===== src/hw/rtl/dcb_pkg.sv =====
`timescale 1ns / 1ps

package dcb_pkg;

  localparam int unsigned SampleW = 16;
  localparam int unsigned GainW   = 15;
  localparam int unsigned CoeffW  = 15;
  localparam int unsigned RampW   = 11;
  localparam int unsigned BlenW   = 16;
  localparam int unsigned HistW   = 32;
  localparam int unsigned StepW   = 17;
  localparam int unsigned CfgIdxW = 2;
  localparam int unsigned CfgW    = 15;
  localparam int unsigned QShift  = 15;

  localparam logic [CoeffW-1:0] CoeffReset  = CoeffW'(29334);
  localparam logic [GainW-1:0]  TargetReset = GainW'(13045);
  localparam logic [RampW-1:0]  RampReset   = RampW'(661);

  // Configuration register indexes.
  typedef enum logic [CfgIdxW-1:0] {
    CFG_HPF_COEFF   = 2'd0,
    CFG_TARGET_GAIN = 2'd1,
    CFG_RAMP_LEN    = 2'd2
  } cfg_idx_e;

  typedef struct packed {
    logic signed [SampleW-1:0] sample_in;
    logic                      channel;
    logic                      buffer_first;
    logic [BlenW-1:0]          buffer_len;
    logic                      clear_history;
  } dcb_in_t;

  typedef struct packed {
    logic signed [SampleW-1:0] sample_out;
    logic [GainW-1:0]          gain_now;
  } dcb_out_t;

  // Commands from the sequencer to the datapath.
  typedef struct packed {
    logic load;
    logic step_zero;
    logic div_init;
    logic div_iter;
    logic div_end;
    logic mul_hpf;
    logic add_hpf;
    logic mul_gain;
    logic write;
  } dcb_cmd_t;

  // Status from the datapath to the sequencer.
  typedef struct packed {
    logic gains_equal;
    logic out_full;
  } dcb_sts_t;

endpackage


===== src/hw/rtl/dcb_stream_if.sv =====
`timescale 1ns / 1ps

interface dcb_stream_if #(
  parameter type payload_t = logic
) ();
  logic     valid;
  logic     ready;
  payload_t payload;

  modport source (output valid, output payload, input ready);
  modport sink   (input valid, input payload, output ready);
endinterface


===== src/hw/rtl/dcb_ctrl.sv =====
`timescale 1ns / 1ps

module dcb_ctrl (
  input  logic              clk_i,
  input  logic              rst_ni,
  input  logic              in_valid_i,
  input  logic              in_first_i,
  output logic              in_ready_o,
  input  dcb_pkg::dcb_sts_t sts_i,
  output dcb_pkg::dcb_cmd_t cmd_o
);
  import dcb_pkg::*;

  typedef enum logic [2:0] {
    ST_IDLE,
    ST_DIV_START,
    ST_DIV_RUN,
    ST_DIV_END,
    ST_MUL_HPF,
    ST_ADD_HPF,
    ST_MUL_GAIN,
    ST_WRITE
  } state_e;

  localparam int unsigned DivIters = GainW;
  localparam int unsigned CntW     = $clog2(DivIters);

  state_e          state_q, state_d;
  logic [CntW-1:0] cnt_q, cnt_d;
  logic            accept;

  assign in_ready_o = (state_q == ST_IDLE);
  assign accept     = in_valid_i && in_ready_o;

  always_comb begin
    state_d = state_q;
    cnt_d   = cnt_q;
    cmd_o   = '0;
    case (state_q)
      ST_IDLE: begin
        cmd_o.load = accept;
        if (accept) begin
          state_d = in_first_i ? ST_DIV_START : ST_MUL_HPF;
        end
      end
      ST_DIV_START: begin
        if (sts_i.gains_equal) begin
          cmd_o.step_zero = 1'b1;
          state_d         = ST_MUL_HPF;
        end else begin
          cmd_o.div_init = 1'b1;
          cnt_d          = CntW'(DivIters - 1);
          state_d        = ST_DIV_RUN;
        end
      end
      ST_DIV_RUN: begin
        cmd_o.div_iter = 1'b1;
        if (cnt_q == '0) begin
          state_d = ST_DIV_END;
        end else begin
          cnt_d = cnt_q - 1'b1;
        end
      end
      ST_DIV_END: begin
        cmd_o.div_end = 1'b1;
        state_d       = ST_MUL_HPF;
      end
      ST_MUL_HPF: begin
        cmd_o.mul_hpf = 1'b1;
        state_d       = ST_ADD_HPF;
      end
      ST_ADD_HPF: begin
        cmd_o.add_hpf = 1'b1;
        state_d       = ST_MUL_GAIN;
      end
      ST_MUL_GAIN: begin
        cmd_o.mul_gain = 1'b1;
        state_d        = ST_WRITE;
      end
      ST_WRITE: begin
        if (!sts_i.out_full) begin
          cmd_o.write = 1'b1;
          state_d     = ST_IDLE;
        end
      end
      default: begin
        state_d = ST_IDLE;
      end
    endcase
  end

  always_ff @(posedge clk_i or negedge rst_ni) begin
    if (!rst_ni) begin
      state_q <= ST_IDLE;
      cnt_q   <= '0;
    end else begin
      state_q <= state_d;
      cnt_q   <= cnt_d;
    end
  end

endmodule


===== src/hw/rtl/dcb_datapath.sv =====
`timescale 1ns / 1ps

module dcb_datapath (
  input  logic                                clk_i,
  input  logic                                rst_ni,
  input  logic                                cfg_we_i,
  input  logic [dcb_pkg::CfgIdxW-1:0]         cfg_idx_i,
  input  logic [dcb_pkg::CfgW-1:0]            cfg_data_i,
  input  dcb_pkg::dcb_in_t                    in_data_i,
  input  dcb_pkg::dcb_cmd_t                   cmd_i,
  output dcb_pkg::dcb_sts_t                   sts_o,
  input  logic                                out_ready_i,
  output logic                                out_valid_o,
  output dcb_pkg::dcb_out_t                   out_data_o
);
  import dcb_pkg::*;

  localparam int unsigned P1W = CoeffW + 1 + HistW;   // coeff times history
  localparam int unsigned YW  = HistW + 2;            // exact filter output
  localparam int unsigned P2W = SampleW + GainW + 1;  // saturated y times gain
  localparam int unsigned RemW = RampW + 1;

  // Configuration and architectural state.
  logic [CoeffW-1:0]               coeff_q;
  logic [GainW-1:0]                target_q;
  logic [RampW-1:0]                ramp_q;
  logic signed [SampleW-1:0]       xprev_q [2];
  logic signed [HistW-1:0]         yprev_q [2];
  logic [GainW-1:0]                gain_q;
  logic signed [StepW-1:0]         step_q;
  logic                            out_valid_q;

  // Per-transaction working registers.
  logic signed [SampleW-1:0]       x_q;
  logic                            ch_q;
  logic [BlenW-1:0]                blen_q;
  logic signed [P1W-1:0]           p1_q;
  logic signed [YW-1:0]            y_q;
  logic signed [P2W-1:0]           p2_q;
  logic [GainW-1:0]                num_q;
  logic [RemW-1:0]                 rem_q;
  logic [RampW-1:0]                den_q;
  logic                            neg_q;
  dcb_out_t                        out_q;

  logic signed [GainW+1:0]         diff;
  logic [GainW-1:0]                diff_mag;
  logic [BlenW-1:0]                blen_eff;
  logic [RampW-1:0]                ramp_eff;
  logic [RampW-1:0]                den_d;
  logic [RemW-1:0]                 trial;
  logic                            trial_ge;
  logic signed [StepW-1:0]         quot_s;
  logic signed [P1W-1:0]           p1_d;
  logic signed [YW-1:0]            y_d;
  logic signed [SampleW-1:0]       y_sat;
  logic signed [P2W-1:0]           p2_d;
  logic signed [StepW:0]           gain_sum;
  logic signed [StepW:0]           target_ext;
  logic [GainW-1:0]                gain_d;
  logic                            step_pos;
  logic                            step_neg;

  // Gain step division: |target - gain| / min(buffer_len, ramp_len).
  always_comb begin
    diff     = $signed({2'b00, target_q}) - $signed({2'b00, gain_q});
    diff_mag = diff[GainW+1] ? GainW'(-diff) : diff[GainW-1:0];
    blen_eff = (blen_q == '0) ? BlenW'(1) : blen_q;
    ramp_eff = (ramp_q == '0) ? RampW'(1) : ramp_q;
    den_d    = (blen_eff > BlenW'(ramp_eff)) ? ramp_eff : blen_eff[RampW-1:0];
    trial    = {rem_q[RemW-2:0], num_q[GainW-1]};
    trial_ge = (trial >= {1'b0, den_q});
    quot_s   = $signed({{(StepW-GainW){1'b0}}, num_q});
  end

  // High-pass and gain arithmetic.
  always_comb begin
    p1_d  = $signed({1'b0, coeff_q}) * $signed(P1W'(yprev_q[ch_q]));
    y_d   = YW'(x_q) - YW'(xprev_q[ch_q]) + YW'(p1_q >>> QShift);
    if (y_q > YW'(32767)) begin
      y_sat = SampleW'(32767);
    end else if (y_q < -YW'(32768)) begin
      y_sat = -SampleW'(32768);
    end else begin
      y_sat = y_q[SampleW-1:0];
    end
    p2_d  = P2W'(y_sat) * $signed({1'b0, gain_q});
  end

  // Gain ramp: one step toward the target, clamped there.
  always_comb begin
    gain_sum   = $signed({{(StepW+1-GainW){1'b0}}, gain_q}) + (StepW+1)'(step_q);
    target_ext = $signed({{(StepW+1-GainW){1'b0}}, target_q});
    step_pos   = (step_q > 0);
    step_neg   = (step_q < 0);
    gain_d     = gain_q;
    if ((step_q != '0) && (gain_q != target_q)) begin
      if ((step_pos && gain_sum >= target_ext) || (step_neg && gain_sum <= target_ext)) begin
        gain_d = target_q;
      end else begin
        gain_d = gain_sum[GainW-1:0];
      end
    end
  end

  always_ff @(posedge clk_i or negedge rst_ni) begin
    if (!rst_ni) begin
      coeff_q     <= CoeffReset;
      target_q    <= TargetReset;
      ramp_q      <= RampReset;
      xprev_q[0]  <= '0;
      xprev_q[1]  <= '0;
      yprev_q[0]  <= '0;
      yprev_q[1]  <= '0;
      gain_q      <= TargetReset;
      step_q      <= '0;
      out_valid_q <= 1'b0;
    end else begin
      if (cfg_we_i) begin
        case (cfg_idx_i)
          CFG_HPF_COEFF:   coeff_q  <= cfg_data_i[CoeffW-1:0];
          CFG_TARGET_GAIN: target_q <= cfg_data_i[GainW-1:0];
          CFG_RAMP_LEN:    ramp_q   <= cfg_data_i[RampW-1:0];
          default: begin
          end
        endcase
      end
      if (cmd_i.load && in_data_i.clear_history) begin
        xprev_q[0] <= '0;
        xprev_q[1] <= '0;
        yprev_q[0] <= '0;
        yprev_q[1] <= '0;
      end
      if (cmd_i.add_hpf) begin
        xprev_q[ch_q] <= x_q;
        yprev_q[ch_q] <= y_d[HistW-1:0];
      end
      if (cmd_i.step_zero) begin
        step_q <= '0;
      end else if (cmd_i.div_end) begin
        if (num_q == '0) begin
          step_q <= neg_q ? -StepW'(1) : StepW'(1);
        end else begin
          step_q <= neg_q ? -quot_s : quot_s;
        end
      end
      if (cmd_i.write) begin
        gain_q      <= gain_d;
        out_valid_q <= 1'b1;
      end else if (out_ready_i) begin
        out_valid_q <= 1'b0;
      end
    end
  end

  always_ff @(posedge clk_i) begin
    if (cmd_i.load) begin
      x_q    <= in_data_i.sample_in;
      ch_q   <= in_data_i.channel;
      blen_q <= in_data_i.buffer_len;
    end
    if (cmd_i.div_init) begin
      num_q <= diff_mag;
      rem_q <= '0;
      den_q <= den_d;
      neg_q <= diff[GainW+1];
    end else if (cmd_i.div_iter) begin
      num_q <= {num_q[GainW-2:0], trial_ge};
      rem_q <= trial_ge ? (trial - {1'b0, den_q}) : trial;
    end
    if (cmd_i.mul_hpf) begin
      p1_q <= p1_d;
    end
    if (cmd_i.add_hpf) begin
      y_q <= y_d;
    end
    if (cmd_i.mul_gain) begin
      p2_q <= p2_d;
    end
    if (cmd_i.write) begin
      out_q.sample_out <= p2_q[QShift+SampleW-1:QShift];
      out_q.gain_now   <= gain_d;
    end
  end

  assign sts_o.gains_equal = (gain_q == target_q);
  assign sts_o.out_full    = out_valid_q && !out_ready_i;
  assign out_valid_o       = out_valid_q;
  assign out_data_o        = out_q;

endmodule


===== src/hw/rtl/dc_block_highpass_gain_ramp.sv =====
`timescale 1ns / 1ps
// Channel   Direction  Handshake     Payload
// in_i      sink       valid/ready   sample_in, channel, buffer_first, buffer_len,
//                                    clear_history
// out_o     source     valid/ready   sample_out, gain_now
// cfg       write      cfg_we_i      cfg_idx_i selects the register, cfg_data_i
//
// Without buffer_first a transaction goes from acceptance to the next acceptance via
// the accept step, two multiplies, one add and the output write. With buffer_first,
// one extra state clears the step when the gain is on its target; otherwise the
// divider runs first (setup, 15-bit quotient, sign fix). Reset is asynchronous and
// active low; it restores the register defaults, clears the history and the step,
// and loads the reset gain. A stalled output holds the block only in the write state.

module dc_block_highpass_gain_ramp (
  input  logic                        clk_i,
  input  logic                        rst_ni,
  input  logic                        cfg_we_i,
  input  logic [dcb_pkg::CfgIdxW-1:0] cfg_idx_i,
  input  logic [dcb_pkg::CfgW-1:0]    cfg_data_i,
  dcb_stream_if.sink                  in_i,
  dcb_stream_if.source                out_o
);
  import dcb_pkg::*;

  dcb_cmd_t cmd;
  dcb_sts_t sts;
  dcb_in_t  in_data;
  dcb_out_t out_data;
  logic     in_ready;
  logic     out_valid;

  assign in_data = in_i.payload;

  // The sequencer walks each transaction through the datapath; it sees the input
  // handshake, the datapath status and buffer_first so it can branch into the divider.
  dcb_ctrl u_ctrl (
    .clk_i      (clk_i),
    .rst_ni     (rst_ni),
    .in_valid_i (in_i.valid),
    .in_first_i (in_data.buffer_first),
    .in_ready_o (in_ready),
    .sts_i      (sts),
    .cmd_o      (cmd)
  );

  // The datapath holds the registers, the filter history, the gain ramp,
  // the step divider and the output register.
  dcb_datapath u_datapath (
    .clk_i       (clk_i),
    .rst_ni      (rst_ni),
    .cfg_we_i    (cfg_we_i),
    .cfg_idx_i   (cfg_idx_i),
    .cfg_data_i  (cfg_data_i),
    .in_data_i   (in_data),
    .cmd_i       (cmd),
    .sts_o       (sts),
    .out_ready_i (out_o.ready),
    .out_valid_o (out_valid),
    .out_data_o  (out_data)
  );

  assign in_i.ready    = in_ready;
  assign out_o.valid   = out_valid;
  assign out_o.payload = out_data;

endmodule


===== src/flat_wrapper.sv =====
// flat-port wrapper written by rule: the top's interface ports become plain ports
module dc_block_highpass_gain_ramp_flat import dcb_pkg::*;
  (clk_i, rst_ni, cfg_we_i, cfg_idx_i, cfg_data_i, in_i_valid, in_i_payload, in_i_ready, out_o_valid, out_o_payload, out_o_ready);
  dcb_stream_if in_i_i ();
  dcb_stream_if out_o_i ();
  input  logic clk_i;
  input  logic rst_ni;
  input  logic cfg_we_i;
  input  logic [dcb_pkg::CfgIdxW-1:0] cfg_idx_i;
  input  logic [dcb_pkg::CfgW-1:0] cfg_data_i;
  input wire logic [$bits(in_i_i.valid)-1:0] in_i_valid;
  input wire logic [$bits(in_i_i.payload)-1:0] in_i_payload;
  output wire logic [$bits(in_i_i.ready)-1:0] in_i_ready;
  output wire logic [$bits(out_o_i.valid)-1:0] out_o_valid;
  output wire logic [$bits(out_o_i.payload)-1:0] out_o_payload;
  input wire logic [$bits(out_o_i.ready)-1:0] out_o_ready;
  assign in_i_i.valid = in_i_valid;
  assign in_i_i.payload = in_i_payload;
  assign in_i_ready = in_i_i.ready;
  assign out_o_valid = out_o_i.valid;
  assign out_o_payload = out_o_i.payload;
  assign out_o_i.ready = out_o_ready;
  dc_block_highpass_gain_ramp u_core (.clk_i(clk_i), .rst_ni(rst_ni), .cfg_we_i(cfg_we_i), .cfg_idx_i(cfg_idx_i), .cfg_data_i(cfg_data_i), .in_i(in_i_i), .out_o(out_o_i));
endmodule

===== config.mk =====
export PLATFORM = sky130hd
export DESIGN_NAME = dc_block_highpass_gain_ramp_flat
export DESIGN_NICKNAME = d
export VERILOG_FILES = /design/src/hw/rtl/dcb_pkg.sv /design/src/hw/rtl/dcb_stream_if.sv /design/src/hw/rtl/dcb_ctrl.sv /design/src/hw/rtl/dcb_datapath.sv /design/src/hw/rtl/dc_block_highpass_gain_ramp.sv /design/src/flat_wrapper.sv
export SDC_FILE = /design/constraint.sdc
export NUM_CORES = 1
export LEC_CHECK = 0
export BUFFER_PORTS_ARGS = -buffer_cell sky130_fd_sc_hd__clkbuf_2
export CORE_MARGIN = 3
export CORE_UTILIZATION = 40
export CTS_CLUSTER_DIAMETER = 200
export DETAILED_ROUTE_END_ITERATION = 16
export PLACE_DENSITY_LB_ADDON = 0.1
export SLEW_MARGIN = 30
export SYNTH_ARGS = -nofsm -noshare
export SYNTH_HDL_FRONTEND = slang
export SYNTH_SLANG_ARGS = --single-unit

===== constraint.sdc =====
create_clock -name clk_i -period 4 [get_ports clk_i]
set_input_delay 0.4 -clock clk_i [delete_from_list [all_inputs] [get_ports clk_i]]
set_output_delay 0.4 -clock clk_i [all_outputs]
set_load 0.02 [all_outputs]

**Word-level counts from Yosys, hierarchy flattened**

Index checks and enable logic that the tools add are counted.

- Bits in registers: 105
- Output and inout port bits: 3
- Word-level logic and storage cells: 89

- Add/subtract/negate cells: 6
- Magnitude comparators: 6
- Eq/ne operators: 16
- Mux-type cells: 29
- Reductions and logical operators: 20

Operators with widths:

| cell | count |
|---|---|
| $mux 17 | 5 |
| $mux 15 | 5 |
| $pmux 3 s8 | 1 |
| $mux 11 | 2 |
| $add 16x17->18 | 1 |
| $ge 18x16->1 | 1 |
| $le 18x16->1 | 1 |
| $gt 17x1->1 const B | 1 |
| $lt 17x1->1 const B | 1 |
| $neg 15->17 | 1 |
| $reduce_bool 17->1 | 1 |
| $sub 15x15->16 | 1 |
| $eq 15x15->1 | 1 |
| $logic_not 15->1 | 1 |
| $ne 15x15->1 | 1 |
| $neg 15->15 | 1 |
| $eq 3x3->1 const B | 4 |
| $ge 12x11->1 | 1 |
| $mux 3 | 4 |
| $gt 1x11->1 const A | 1 |
| $logic_not 11->1 | 1 |
| $sub 11x11->11 | 1 |
| $mux 1 | 8 |
| $mux 4 | 2 |
| 17 further kinds | 30 |

**Longest topological paths before layout**

- Word-level depth: 6
- Gate-level depth with buffers: 21

**Cells and area by module**

A second synthesis with hierarchy kept.

- Cell total of the unflattened synthesis: 4576
- Area, all modules: 44700.4 sq um

Modules (own cells, without submodules):

| module | times used | cells each | area an instance (sq um) |
|---|---|---|---|
| dcb_datapath | 1 | 4520 | 44179.9 |
| dcb_ctrl | 1 | 55 | 516.7 |
| dc_block_highpass_gain_ramp | 1 | 1 | 3.8 |

**Least setup slack after synthesis**

OpenSTA, ideal clock, no wires.

- Path kind: register to register
- Start point: register u_core.u_datapath.gain_q[0]
- End point: register u_core.u_datapath.out_q, in the netlist u_core.u_datapath.out_data_o[0], data pin
- Library setup time: 0.264 ns
- Data arrival time: 3.997 ns
- Required time: 3.736 ns
- Path slack: -0.262 ns
- Stages on the path, launching flop included: 21
- Path buffers: 1
- Period minus slack after synthesis: 4.262 ns
- Cell sequence: dfstp_2 ha_1 inv_1 fa_1 nor2b_1 o31a_1 o22ai_2 o21bai_1 a21boi_0 xnor2_1 ha_1 a21oi_1 a21oi_1 a211oi_1 o221ai_1 and3_1 o311ai_1 o31a_2 buf_6 mux2i_1 a21oi_1

- Cells in the longest elaborated chain, start to end: 6

Ends and longest elaborated chain:

| element | line | text |
|---|---|---|
| from (decl) | dcb_datapath.sv:29 | `logic [GainW-1:0] gain_q;` |
| from (signal assigned) | dcb_datapath.sv:115 | `gain_q <= TargetReset;` |
| from (signal assigned) | dcb_datapath.sv:148 | `gain_q <= gain_d;` |
| $add 16x17->18 | dcb_datapath.sv:92 | `gain_sum = $signed({{(StepW+1-GainW){1'b0}}, gain_q}) + (StepW+1)'(step_q);` |
| $ge 18x16->1 / $le 18x16->1 (equally long branches) | dcb_datapath.sv:98 | `if ((step_pos && gain_sum >= target_ext) \|\| (step_neg && gain_sum <= target_ext)) begin` |
| $logic_and 1x1->1 | dcb_datapath.sv:98 |  |
| $logic_or 1x1->1 | dcb_datapath.sv:98 |  |
| $mux 15 | dcb_datapath.sv:98 |  |
| $mux 15 * | dcb_datapath.sv:97 | `if ((step_q != '0) && (gain_q != target_q)) begin` |
| net u_core.u_datapath.gain_d[0] | dcb_datapath.sv:60 | `logic [GainW-1:0] gain_d;` |
| to (decl) | dcb_datapath.sv:44 | `dcb_out_t out_q;` |

The timed path passes the listed nets; every way through them passes the cells marked *.
A chain may end at the register's enable or synchronous reset.

**Worst setup path in the final report**

- Start point: register u_core.u_datapath.gain_q[0]
- End point: register u_core.u_datapath.gain_q[11]

- Cells in the longest elaborated chain, start to end: 6

Ends and longest elaborated chain:

| element | line |
|---|---|
| $add 16x17->18 | dcb_datapath.sv:92 |
| $ge 18x16->1 / $le 18x16->1 (equally long branches) | dcb_datapath.sv:98 |
| $logic_and 1x1->1 | dcb_datapath.sv:98 |
| $logic_or 1x1->1 | dcb_datapath.sv:98 |
| $mux 15 | dcb_datapath.sv:98 |
| $mux 15 * | dcb_datapath.sv:97 |

Every way passes the cells marked *; elsewhere a longest branch is shown, timed or not.

==> results by group <==
Clocking
  – CTS Buf Count: 9
  – Worst skew pair latency: 0.35 ns
  – Max Buffers Root-to-Sink: 2
  – H-tree Lvls: 3
  – Clk root buf: clkbuf_16
  – Hold_buf cts: 0
  – Clock transition at the registers of the reported paths: roughly 0.07 ns
  – CTS tree: built
  – CTS sink cnt: 94

Worst setup path
  – Worst endpoint required time: about 4.2 ns
  – R2R Setup Slk: -0.35 ns
  – R2R Path Start: u_core.u_datapath.gain_q[0]
  – Reg2Reg Depth: 19
  – Critical path launch point: u_core.u_datapath.gain_q[0]
  – Critical Path End Type: register
  – Worst Setup EP: u_core.u_datapath.gain_q[11]
  – CP arrival: roughly 4.6 ns
  – Slowest stage delay, CP: around 0.55 ns
  – Most frequent CP cell: and3_4
  – Critical path class: register to register
  – Worst-path cell chain: ha_4 > inv_2 > fa_2 > nor2b_2 > o31a_1 > o22ai_4 > o21bai_1 > buf_4 > xor2_2 > ha_1 > and3_4 > nand3_4 > or4_4 > and3_4 > o311ai_4 > o31a_4 > buf_12 > mux2i_2 > a21oi_1
  – Worst-path maximum fanout: 6
  – Startpoint Class: register
  – Slowest-stage cell, CP: dfstp_2
  – FF-to-FF End: u_core.u_datapath.gain_q[11]

Timing
  – Min cycle time layout: roughly 4.4 ns
  – Period utilisation layout: 109%
  – Least-Margin Pin Slew: slightly above 0.9 ns
  – Final Max Slew Viols: 0
  – F_max: ~230 MHz
  – Final setup viols: 16
  – Setup TNS: -4.95 ns
  – Worst hold margin: roughly 0.071 ns
  – Final setup margin: -0.352 ns
  – Slew Limit Headroom: 39.1%
  – Final hold vios: 0
  – Final Skew: about 0.0062 ns
  – RSZ-0062 raised after global routing: yes

Die
  – Die height: approximately 140 um
  – Cell Rows: 48
  – Initial Util: just over 40%
  – Die W: ~140 um
  – Top-Level Pins: 26
  – Full die area: around 19000 um^2
  – Area of the core: 17300 um^2

Place
  – Cell Area, Placed: slightly below 8000 um^2
  – I/O Buffers: 24
  – Detailed placer's ending HPWL: roughly 14 mm
  – Final GP Congestion: around 0.9

Run status
  – Status: finished with violations
  – Failing checks: negative setup slack

Min path
  – Min-Delay Path Class: input port to asynchronous set/reset pin

Synthesis
  – Xor-xnor portion of the synthesized cell area: 4.83%
  – Flops & latches, synth: 94
  – Adder-cell share of the synthesized area: 11.3%
  – Netlist cell types: 82
  – Syn Area/Cell: 8.72 um^2
  – Compound-Gate Fraction of Synth Area: between 20% and 30%
  – Largest family of logic cells by synthesized area: compound AO/OA/AOI/OAI gates
  – Post-synthesis mux area share: about 4.7%
  – Seq/Total Area, Yosys: a little over a third
  – Ys async rst share: between 50% and 60%
  – Post-synthesis cell area: just over 7000 um^2
  – Synthesis Warnings: 0
  – Ys flop type: dfrtp_1
  – Post-Syn Instances: a little over 800
  – Simple-Gate Fraction of Synth Area: approximately 18%
  – Post-synth EDFFs: 28

Layout
  – Seq. cell area: around 2500 um^2
  – FILL cells: ~1700
  – Final instance area: about 8400 um^2
  – Layout cells sized above 1: approximately a fifth
  – Multi-input gate area: 4380 um^2
  – Layout Nets: slightly below 1000
  – N_diodes: 0
  – Area growth syn-to-layout: 18.5%

Global routing
  – First-pass GRT wire length: 30.2 mm
  – Total gr overflow: 0
  – Vias in the first global route: around 6000
  – Initial antenna violation count: 1
  – Total track usage: between 10% and 20%
  – Largest net degree at the start of global routing: 41

Drt
  – Vias: between 6000 and 7000
  – 1st-pass router iterations: 5
  – DRC viols: 0
  – Final WL: around 18 mm
  – 1st-iter DRT viols: between 300 and 400
  – Post-DRT Antenna Nets: 0
  – WL per Instance: between 15 and 20 um
  – Vias per cell: 5.41

Job
  – Max-Cap Viols: 0
## worst max-delay path: cells and delay by family, from the launching register on
| kind | cells | cell delay [ns] |
|---|---|---|
| buf+inv | 3 | 0.31 |
| simple gates | 5 | 1.12 |
| xor+xnor | 1 | 0.06 |
| mux | 1 | 0.19 |
| fa+ha+maj | 3 | 0.75 |
| flops | 1 | 0.55 |
| compound gates | 6 | 1.23 |
## worst min-delay path by stage
stage / endpoint / cells past startpoint / slack (ns)
2_1_floorplan: u_core.u_ctrl.cnt_q[0] / 0 / 0.10
3_3_place_gp: u_core.u_datapath.rem_q[10] / 2 / 0.45
3_5_place_dp: u_core.u_datapath.rem_q[10] / 2 / 0.46
4_1_cts: u_core.u_datapath.gain_q[10] / 1 / 0.09
5_1_grt: u_core.u_datapath.step_q[10] / 1 / 0.11
6_report: u_core.u_datapath.step_q[10] / 1 / 0.07
## per-layer routing
metal / global-route usage, % / part of all wire [%] / vias up
met3: 2.03 / 3.0 / 18
met4: 6.02 / 1.8 / 0
met5: 0 / 0 / -
met2: 30.6 / 46 / 115
met1: 27.2 / 49 / 2913
li1: - / - / 3085
## synth_stat cells (all sizes together), types with 16 or more instances
library cell	count	area share, %
dfrtp	37	13
a21o	20	2.1
nor3	20	1.7
a21oi	58	4.2
dfstp	18	6.7
nand2	88	4.7
o21ai	73	5.2
xnor2	28	3.5
mux2	16	2.5
nand3	19	1.4
nor2	62	3.3
ha	59	10
inv	70	3.7
clkbuf	19	1.0
edfxtp	28	12
## sequential cells by signal, summed over array words and instances (netlist names), 3 cells and up
name,count
u_core.u_datapath.rem_q,11
u_core.u_ctrl.state_q,3
u_core.u_datapath.num_q,15
u_core.u_datapath.den_q,11
u_core.u_datapath.step_q,17
u_core.u_datapath.target_q,15
u_core.u_datapath.gain_q,15
u_core.u_ctrl.cnt_q,4
## final cells by class
| type | count | area share (%) |
|---|---|---|
| multi-input combinational | 632 | 52.2 |
| sequential | 94 | 29.3 |
| timing repair buffer | 96 | 8.14 |
| tap | 225 | 3.35 |
| inverter | 70 | 3.13 |
| clock buffer | 10 | 2.73 |
| clock inverter | 6 | 1.09 |
## cell usage in the layout (no fill, tap or decap), drive strengths merged, types with 5 or more instances in the layout
master,n
and3,7
edfxtp,28
inv,73
a22oi,9
dfxtp,11
a21o,20
nor3,20
dfstp,18
conb,11
mux2,16
or2,5
nor4,9
nand4,8
nand3,19
mux2i,15
o211ai,6
nor2,62
nand2b,8
a21oi,58
a31oi,13
o21ai,73
xnor2,28
buf,72
ha,59
o21a,7
a211oi,7
nand2,88
clkbuf,34
dfrtp,37
nor2b,9
xor2,11
## metrics by stage
stage               setup WS, ns  utilization, %  std cells
global placement          -0.362            45.8       1110
finish                    -0.352            48.5       1133
detailed placement        -0.464            45.9       1110
floorplan                 -0.151               -        821
global route              -0.626            48.5       1133
CTS                       -0.390            48.0       1129
## what timing repair did
item | in CTS | in global routing
endpoints found under the setup margin | 16 | 16
pin swaps | 11 | 11
buffers inserted | 3 | 3
gates resized for setup | 5 | 10
## cells by family (layout without fill, tap and decap cells)
kind of cell    after synthesis  count (layout)
buf+inv                      95             182
flops                        94              94
compound gates              231             231
fa+ha+maj                    62              62
simple gates                258             258
xor+xnor                     39              39
mux                          31              31
other cells                   2              11
Power is not shown: default switching activity piles up to over one toggle a cycle in this logic, so the estimate is an artifact.
